[config.mk]
export PLATFORM = sky130hd
export DESIGN_NAME = chunky_to_bitplane_packer
export DESIGN_NICKNAME = d
export VERILOG_FILES = /design/src/hdl/cbp_pkg.sv /design/src/hdl/chunky_to_bitplane_packer.sv /design/src/hdl/cbp_front.sv /design/src/hdl/cbp_group_fifo.sv /design/src/hdl/cbp_drain.sv
export SDC_FILE = /design/constraint.sdc
export NUM_CORES = 1
export LEC_CHECK = 0
export BUFFER_PORTS_ARGS = -buffer_cell sky130_fd_sc_hd__buf_2
export CORE_MARGIN = 1
export CORE_UTILIZATION = 34
export CTS_CLUSTER_DIAMETER = 80
export CTS_CLUSTER_SIZE = 16
export DETAILED_ROUTE_END_ITERATION = 7
export PLACE_DENSITY_LB_ADDON = 0.1
export SYNTH_ARGS = -nofsm -noshare
export SYNTH_HDL_FRONTEND = slang
export SYNTH_HIERARCHICAL = 1
export SYNTH_SLANG_ARGS = --single-unit
[constraint.sdc]
create_clock -name clk -period 5.55 [get_ports clk]
set_clock_uncertainty 0.05 [all_clocks]
set_input_delay 1.11 -clock clk [delete_from_list [all_inputs] [get_ports clk]]
set_output_delay 1.11 -clock clk [all_outputs]
set_load 0.01 [all_outputs]
[src/hdl/cbp_pkg.sv]
// Package with the shared types and constants of the chunky-to-bitplane packer.
package cbp_pkg;

    localparam int MAX_PLANES      = 4;
    localparam int PLANE_BYTES     = 8192;
    localparam int MAX_ROW_PIXELS  = 320;

    localparam int GROUP_PIXELS    = 8;
    localparam int TOP_BIT         = 7;

    localparam int PIXEL_W         = 4;
    localparam int PLANE_FIELD_W   = 2;
    localparam int ADDR_W          = $clog2(PLANE_BYTES);
    localparam int COL_W           = 9;
    localparam int PCOUNT_W        = 3;
    localparam int BITPOS_W        = $clog2(GROUP_PIXELS);
    localparam int PLANE_IDX_W     = (MAX_PLANES > 1) ? $clog2(MAX_PLANES) : 1;

    localparam int CFG_INDEX_W     = 2;
    localparam int CFG_DATA_W      = 9;

    localparam int GROUP_FIFO_DEPTH = 4;
    localparam int FIFO_PTR_W       = $clog2(GROUP_FIFO_DEPTH);

    localparam logic [PCOUNT_W-1:0] PLANE_COUNT_RESET = PCOUNT_W'(1);
    localparam logic [COL_W-1:0]    ROW_WIDTH_RESET   = COL_W'(320);

    typedef enum logic [CFG_INDEX_W-1:0] {
        CFG_PLANE_COUNT = 2'd0,
        CFG_ROW_WIDTH   = 2'd1
    } cfg_index_t;

    typedef struct packed {
        logic [PIXEL_W-1:0] pixel_index;
        logic               frame_start;
    } pixel_beat_t;

    typedef struct packed {
        logic [PLANE_FIELD_W-1:0] plane;
        logic [ADDR_W-1:0]        byte_address;
        logic [7:0]               plane_byte;
        logic                     last_plane;
    } packed_beat_t;

    // One finished group of eight (or fewer) pixels, all planes.
    typedef struct packed {
        logic [MAX_PLANES-1:0][7:0] plane_bytes;
        logic [ADDR_W-1:0]          byte_address;
        logic [PLANE_IDX_W-1:0]     last_idx;
    } group_t;

    typedef struct packed {
        logic full;
        logic empty;
    } fifo_status_t;

endpackage

[src/hdl/chunky_to_bitplane_packer.sv]
// Top level of the chunky-to-bitplane packer: configuration registers and the three parts.
//
// Use of the block:
//   Pixels come in on the pixel channel (pixel_valid, pixel_ready, pixel_data),
//   one palette index per beat in raster order. A beat with frame_start set
//   clears the row position, the partial group and the byte address first.
//   Each group of eight pixels, or the shorter group at a row end, leaves on
//   the packed channel as one beat per plane in use, planes 0 upward, all
//   with the same byte address; last_plane marks the final beat of a group.
//   The front end takes one pixel per cycle and hands each finished group to
//   a four-entry group queue; the drain sends one plane byte per cycle from
//   an output register, so the first beat of a group appears once the group
//   is queued and then loaded into that register. Sustained input rate is one
//   pixel per cycle as long as groups need no more beats than they have
//   pixels; otherwise the drain's one beat per cycle sets the pace.
//   When the receiver stalls, the output beat holds, the queue fills and then
//   pixel_ready falls until a group slot frees up.
//   Reset clears the position, the address and the queue, and sets one plane
//   and a 320-pixel row. Configuration writes are registered and are meant
//   for idle periods only.
module chunky_to_bitplane_packer
    import cbp_pkg::*;
(
    input  logic                   clk,
    input  logic                   rst_n,
    input  logic                   cfg_write,
    input  logic [CFG_INDEX_W-1:0] cfg_index,
    input  logic [CFG_DATA_W-1:0]  cfg_data,
    input  logic                   pixel_valid,
    output logic                   pixel_ready,
    input  pixel_beat_t            pixel_data,
    output logic                   packed_valid,
    input  logic                   packed_ready,
    output packed_beat_t           packed_data
);

    logic [PCOUNT_W-1:0] plane_count_reg;
    logic [COL_W-1:0]    row_width_reg;

    logic         accept;
    logic         push;
    logic         pop;
    group_t       push_group;
    group_t       head;
    fifo_status_t status;

    // Register writes; an index outside the list is simply ignored.
    always_ff @(posedge clk or negedge rst_n)
    begin
        if (!rst_n)
        begin
            plane_count_reg <= PLANE_COUNT_RESET;
            row_width_reg   <= ROW_WIDTH_RESET;
        end
        else if (cfg_write)
        begin
            case (cfg_index)
                CFG_PLANE_COUNT: plane_count_reg <= cfg_data[PCOUNT_W-1:0];
                CFG_ROW_WIDTH:   row_width_reg   <= cfg_data[COL_W-1:0];
                default:         ;
            endcase
        end
    end

    // The front end stalls only when the queue has no room for a group.
    assign pixel_ready = !status.full;
    assign accept      = pixel_valid && pixel_ready;

    cbp_front u_front (
        .clk         (clk),
        .rst_n       (rst_n),
        .plane_count (plane_count_reg),
        .row_width   (row_width_reg),
        .accept      (accept),
        .pixel_data  (pixel_data),
        .push        (push),
        .push_group  (push_group)
    );

    cbp_group_fifo u_fifo (
        .clk        (clk),
        .rst_n      (rst_n),
        .push       (push),
        .push_group (push_group),
        .pop        (pop),
        .head       (head),
        .status     (status)
    );

    cbp_drain u_drain (
        .clk          (clk),
        .rst_n        (rst_n),
        .head         (head),
        .status       (status),
        .pop          (pop),
        .packed_ready (packed_ready),
        .packed_valid (packed_valid),
        .packed_data  (packed_data)
    );

endmodule

[src/hdl/cbp_front.sv]
// Front end: accepts pixels, collects plane bits and closes groups.
module cbp_front
    import cbp_pkg::*;
(
    input  logic                clk,
    input  logic                rst_n,
    input  logic [PCOUNT_W-1:0] plane_count,
    input  logic [COL_W-1:0]    row_width,
    input  logic                accept,
    input  pixel_beat_t         pixel_data,
    output logic                push,
    output group_t              push_group
);

    logic [COL_W-1:0]    column_reg, column_next;
    logic [BITPOS_W-1:0] bit_reg, bit_next;
    logic [7:0]          shift_reg [MAX_PLANES];
    logic [7:0]          shift_next [MAX_PLANES];
    logic [ADDR_W-1:0]   addr_reg, addr_next;

    logic [COL_W-1:0]    base_col;
    logic [BITPOS_W-1:0] base_bit;
    logic [ADDR_W-1:0]   base_addr;
    logic [COL_W:0]      col_inc;
    logic [COL_W-1:0]    width_use;
    logic [PCOUNT_W-1:0] planes_use;
    logic                row_end;
    logic                complete;
    logic [7:0]          merged [MAX_PLANES];

    always_comb
    begin
        if (row_width == '0)
            width_use = COL_W'(1);
        else if (row_width > COL_W'(MAX_ROW_PIXELS))
            width_use = COL_W'(MAX_ROW_PIXELS);
        else
            width_use = row_width;

        if (plane_count == '0)
            planes_use = PCOUNT_W'(1);
        else if (plane_count > PCOUNT_W'(MAX_PLANES))
            planes_use = PCOUNT_W'(MAX_PLANES);
        else
            planes_use = plane_count;
    end

    always_comb
    begin
        base_col  = pixel_data.frame_start ? '0 : column_reg;
        base_bit  = pixel_data.frame_start ? '0 : bit_reg;
        base_addr = pixel_data.frame_start ? '0 : addr_reg;
        for (int k = 0; k < MAX_PLANES; k++)
        begin
            merged[k] = pixel_data.frame_start ? 8'd0 : shift_reg[k];
            if (k < PIXEL_W)
                merged[k] = merged[k] |
                    (8'(pixel_data.pixel_index[k]) << (BITPOS_W'(TOP_BIT) - base_bit));
        end
        col_inc  = {1'b0, base_col} + (COL_W+1)'(1);
        row_end  = col_inc >= {1'b0, width_use};
        complete = (base_bit == BITPOS_W'(TOP_BIT)) || row_end;

        column_next = column_reg;
        bit_next    = bit_reg;
        addr_next   = addr_reg;
        for (int k = 0; k < MAX_PLANES; k++)
            shift_next[k] = shift_reg[k];
        push = 1'b0;

        for (int k = 0; k < MAX_PLANES; k++)
            push_group.plane_bytes[k] = merged[k];
        push_group.byte_address = base_addr;
        push_group.last_idx     = PLANE_IDX_W'(planes_use - PCOUNT_W'(1));

        if (accept)
        begin
            if (complete)
            begin
                push        = 1'b1;
                addr_next   = base_addr + ADDR_W'(1);
                bit_next    = '0;
                column_next = row_end ? '0 : col_inc[COL_W-1:0];
                for (int k = 0; k < MAX_PLANES; k++)
                    shift_next[k] = 8'd0;
            end
            else
            begin
                addr_next   = base_addr;
                bit_next    = base_bit + BITPOS_W'(1);
                column_next = col_inc[COL_W-1:0];
                for (int k = 0; k < MAX_PLANES; k++)
                    shift_next[k] = merged[k];
            end
        end
    end

    always_ff @(posedge clk or negedge rst_n)
    begin
        if (!rst_n)
        begin
            column_reg <= '0;
            bit_reg    <= '0;
            addr_reg   <= '0;
            for (int k = 0; k < MAX_PLANES; k++)
                shift_reg[k] <= 8'd0;
        end
        else
        begin
            column_reg <= column_next;
            bit_reg    <= bit_next;
            addr_reg   <= addr_next;
            for (int k = 0; k < MAX_PLANES; k++)
                shift_reg[k] <= shift_next[k];
        end
    end

endmodule

[src/hdl/cbp_group_fifo.sv]
// Short queue of finished groups between the front end and the drain.
module cbp_group_fifo
    import cbp_pkg::*;
(
    input  logic         clk,
    input  logic         rst_n,
    input  logic         push,
    input  group_t       push_group,
    input  logic         pop,
    output group_t       head,
    output fifo_status_t status
);

    group_t                mem [GROUP_FIFO_DEPTH];
    logic [FIFO_PTR_W-1:0] wr_ptr_reg, wr_ptr_next;
    logic [FIFO_PTR_W-1:0] rd_ptr_reg, rd_ptr_next;
    logic [FIFO_PTR_W:0]   count_reg, count_next;

    always_comb
    begin
        status.full  = count_reg == (FIFO_PTR_W+1)'(GROUP_FIFO_DEPTH);
        status.empty = count_reg == '0;
        head         = mem[rd_ptr_reg];
        wr_ptr_next  = push ? wr_ptr_reg + FIFO_PTR_W'(1) : wr_ptr_reg;
        rd_ptr_next  = pop  ? rd_ptr_reg + FIFO_PTR_W'(1) : rd_ptr_reg;
        count_next   = count_reg + (FIFO_PTR_W+1)'(push) - (FIFO_PTR_W+1)'(pop);
    end

    always_ff @(posedge clk)
    begin
        if (push)
            mem[wr_ptr_reg] <= push_group;
    end

    always_ff @(posedge clk or negedge rst_n)
    begin
        if (!rst_n)
        begin
            wr_ptr_reg <= '0;
            rd_ptr_reg <= '0;
            count_reg  <= '0;
        end
        else
        begin
            wr_ptr_reg <= wr_ptr_next;
            rd_ptr_reg <= rd_ptr_next;
            count_reg  <= count_next;
        end
    end

    a_no_overflow: assert property (@(posedge clk) disable iff (!rst_n)
        push |-> (!status.full || pop))
        else $error("group queue written while full");

    a_no_underflow: assert property (@(posedge clk) disable iff (!rst_n)
        pop |-> !status.empty)
        else $error("group queue read while empty");

    a_count_bound: assert property (@(posedge clk) disable iff (!rst_n)
        count_reg <= (FIFO_PTR_W+1)'(GROUP_FIFO_DEPTH))
        else $error("group queue count out of range");

endmodule

[src/hdl/cbp_drain.sv]
// Back end: sends the plane bytes of each queued group, one beat per cycle while the receiver accepts.
module cbp_drain
    import cbp_pkg::*;
(
    input  logic         clk,
    input  logic         rst_n,
    input  group_t       head,
    input  fifo_status_t status,
    output logic         pop,
    input  logic         packed_ready,
    output logic         packed_valid,
    output packed_beat_t packed_data
);

    logic [PLANE_IDX_W-1:0] sub_reg, sub_next;
    logic                   valid_reg, valid_next;
    packed_beat_t           data_reg, data_next;
    logic                   load;
    logic                   last;

    always_comb
    begin
        load       = !status.empty && (!valid_reg || packed_ready);
        last       = sub_reg == head.last_idx;
        pop        = load && last;
        sub_next   = sub_reg;
        valid_next = valid_reg;
        data_next  = data_reg;
        if (load)
        begin
            valid_next             = 1'b1;
            data_next.plane        = PLANE_FIELD_W'(sub_reg);
            data_next.byte_address = head.byte_address;
            data_next.plane_byte   = head.plane_bytes[sub_reg];
            data_next.last_plane   = last;
            sub_next               = last ? '0 : sub_reg + PLANE_IDX_W'(1);
        end
        else if (packed_ready)
            valid_next = 1'b0;
    end

    always_ff @(posedge clk or negedge rst_n)
    begin
        if (!rst_n)
        begin
            sub_reg   <= '0;
            valid_reg <= 1'b0;
        end
        else
        begin
            sub_reg   <= sub_next;
            valid_reg <= valid_next;
        end
    end

    always_ff @(posedge clk)
    begin
        data_reg <= data_next;
    end

    assign packed_valid = valid_reg;
    assign packed_data  = data_reg;

endmodule
==> flow_metrics.py <==
metrics = {
    "logic_synthesis": {
        "synthFlopType": "edfxtp_1",
        "syn-num-nets": 819,
        "yosysWarnings": 6,
        "syn_area_per_cell_um2": 15.80,
        "synth-edff-count": 212,
        "netlist_area_um2": 12290,
        "async_flop_share_pct": 27.15,
        "synth_cells": 778,
        "netlist-cell-type-count": 64,
        "seq_area_frac_synth_pct": 67.91,
        "synth_seq_cells": 291,
    },
    "place": {
        "dpl.cell_count": 1262,
        "portBuffers": 46,
        "pre_cts_ws_ns": 0.8607,
        "gp_congestion": 0.7514,
        "dp_hpwl_um": 16230,
    },
    "timing": {
        "final.setup.worst_slack_ns": 1.428,
        "tns_ns": 0,
        "hold_viol": 0,
        "period_share_pct": 74.27,
        "slew_violations": 0,
        "max_freq_mhz": 242.6,
        "setup_violations": 0,
        "worst_pin_slew_ns": 1.053,
        "slew_headroom_pct": 29.72,
        "min_period_ns": 4.122,
        "rsz0062_at_grt": "false",
    },
    "detailed_routing": {
        "wl_per_cell_um": 20.17,
        "routed_wl_um": 26260,
        "drc": 0,
        "ant_nets": 0,
        "drtIter0Drc": 396,
        "via_count": 6619,
        "drt-vias-per-instance": 5.084,
        "drt-pass1-iter-count": 5,
    },
    "clock_network": {
        "clkLatencyLatePin_ns": 0.52,
        "cts_buffers": 22,
        "cts_hold_buf": 0,
        "cts_resized": 0,
        "clock_sinks": 291,
        "cts_tree": "built",
        "postCtsSetupRepairBufs": 0,
        "htreeDepth": 1,
        "clockBufferDepth": 3,
        "clkSlewWorstSetupHoldPaths_ns": 0.07,
        "cts-root-buf": "clkbuf_16",
    },
    "power_and_ir_drop": {
        "power.density_nw_per_um2": 419.9,
        "vdd_drop_max_v": 0.0002358,
        "power_mw": 5.766,
        "leakage_nw": 4.986,
    },
    "floorplanning": {
        "initial_utilization_pct": 34.56,
        "dieHeight_um": 192.1,
        "placementRows": 69,
        "io_pins": 47,
        "die_area_um2": 36920,
        "core_area_um2": 35570,
        "die_w_um": 192.1,
    },
    "worst_setup_path": {
        "end_kind": "flop",
        "crit_arrival_ns": 4.28,
        "crit_path_start_kind": "input port",
        "critPathMaxFanout": 19,
        "crit_required_ns": 5.71,
        "path_buf_inv": 3,
        "crit_slowest_cell": "and2_2",
        "slowest_delay_ns": 0.57,
        "cpLargestDelayFamily": "simple AND/OR/NAND/NOR gates",
        "critPathKind": "input port to flop",
        "cp_cell_sequence": "buf_2 > nor2b_1 > ha_1 > nand3_1 > xor2_1 > nor2_1 > ha_1 > nand4_1 > o221a_2 > o21a_4 > nor2_1 > buf_4 > and2_2 > buf_4",
    },
    "global_routing": {
        "antenna_found_initial": 0,
        "grt_pass1_vias": 7039,
        "grt-ovfl-total": 0,
        "grt_max_degree": 68,
        "grt_pass1_wl_um": 41830,
        "track_usage_pct": 14.98,
    },
    "finish": {
        "final_cell_mix": "edfxtp_1, dfrtp_1, nand2_1",
        "layout.cells.non_filler": 1302,
        "final_common_cell": "edfxtp_1",
        "multiInputGateArea_um2": 3577,
        "syn_to_final_growth_pct": 11.70,
        "antenna_cells": 0,
        "drive_above_1_share_pct": 21.40,
        "fin_nets": 866,
        "layout.area.seq_um2": 8352,
        "largest_register_ffs": 188,
        "nFillCells": 3305,
    },
    "flow_run": {
        "drv_cap": 0,
    },
    "hold_path": {
        "hp-class": "flop to flop",
    },
    "outcome": {
        "status": "complete, no violations",
    },
}
through the flow:
stage / utilization (%) / hold slack, ns / instance area (um^2)
after floorplan: - / 0.3940 / 12290
after global placement: 36.73 / 0.4050 / 13070
after detailed placement: 36.73 / 0.4170 / 13070
after CTS: 38.60 / 0.4350 / 13730
after global routing: 38.60 / 0.4618 / 13730
final: 38.60 / 0.4390 / 13730
per-layer routing:
layer | wire (um) | share of wire (%) | track usage [%] | vias to the layer above
li1 | - | - | - | 3037
met5 | 0 | 0 | 0 | -
met2 | 13110 | 50 | 25.83 | 104
met1 | 11760 | 45 | 19.87 | 3443
met3 | 822 | 3.1 | 1.992 | 35
met4 | 568 | 2.2 | 3.725 | 0
cells in the mapped netlist, types with 6 or more instances:
| cell | count | share of area (%) |
|---|---|---|
| nand2b_1 | 6 | 0.31 |
| nand3_1 | 31 | 1.3 |
| inv_1 | 41 | 1.3 |
| nand4_1 | 6 | 0.31 |
| xor2_1 | 8 | 0.57 |
| buf_2 | 10 | 0.41 |
| ha_1 | 19 | 1.9 |
| nor2b_1 | 20 | 1.0 |
| mux4_2 | 50 | 9.2 |
| xnor2_1 | 11 | 0.78 |
| nand2_1 | 62 | 1.9 |
| dfrtp_1 | 76 | 15 |
| a21oi_1 | 17 | 0.69 |
| clkbuf_1 | 18 | 0.55 |
| mux2_4 | 9 | 1.1 |
| nor2_1 | 31 | 0.95 |
| o21ai_0 | 47 | 1.9 |
| o2bb2ai_1 | 14 | 1.0 |
| edfxtp_1 | 212 | 52 |
area by class of cell:
type | count | share of cell area, %
clock buffer | 37 | 4.721
clock inverter | 3 | 0.1094
inverter | 42 | 1.148
multi-input combinational | 406 | 26.05
sequential | 291 | 60.83
tap | 461 | 4.201
timing repair buffer | 62 | 2.934
power breakdown:
| group | internal (mW) | leakage, nW | switching, mW | total [mW] |
|---|---|---|---|---|
| Combinational | 0.624 | 1.59 | 0.820 | 1.44 |
| Sequential | 2.65 | 3.07 | 0.133 | 2.78 |
| Clock | 0.798 | 0.324 | 0.739 | 1.54 |
| Total | 4.07 | 4.99 | 1.69 | 5.77 |
cell families after synthesis:
group	Yosys count	synth area share (%)
flops	291	67.91
simple gates	187	7.706
compound gates	111	5.965
buf+inv	81	3.156
mux	68	11.69
xor+xnor	20	1.486
fa+ha+maj	20	2.097
path summary, 6_finish.rpt:
kind	from	end	slack (ns)	cells past startpoint
worst max-delay path	pixel_data[0]	u_fifo/mem[2][14]	1.43	14
worst min-delay path	u_front/shift_reg[26]	u_front/shift_reg[26]	0.44	2
worst max register to register	u_front/column_reg[0]	u_fifo/mem[2][14]	1.81	13
worst min register to register	u_front/shift_reg[26]	u_front/shift_reg[26]	0.44	2
max in group asynchronous	rst_n	u_front/shift_reg[20]	3.92	2
min in group asynchronous	rst_n	row_width_reg[0]	0.52	1
worst register-to-register path, cell delays in order (launching register included):
cell and delay, ns:
dfrtp_1 0.38, nor2b_1 0.25, ha_1 0.29, nand3_1 0.11
xor2_1 0.14, nor2_1 0.08, ha_1 0.31, nand4_1 0.10
o221a_2 0.32, o21a_4 0.22, nor2_1 0.08, buf_4 0.19
and2_2 0.57, buf_4 0.34
No activity file was read; power rests on OpenSTA's default activity.
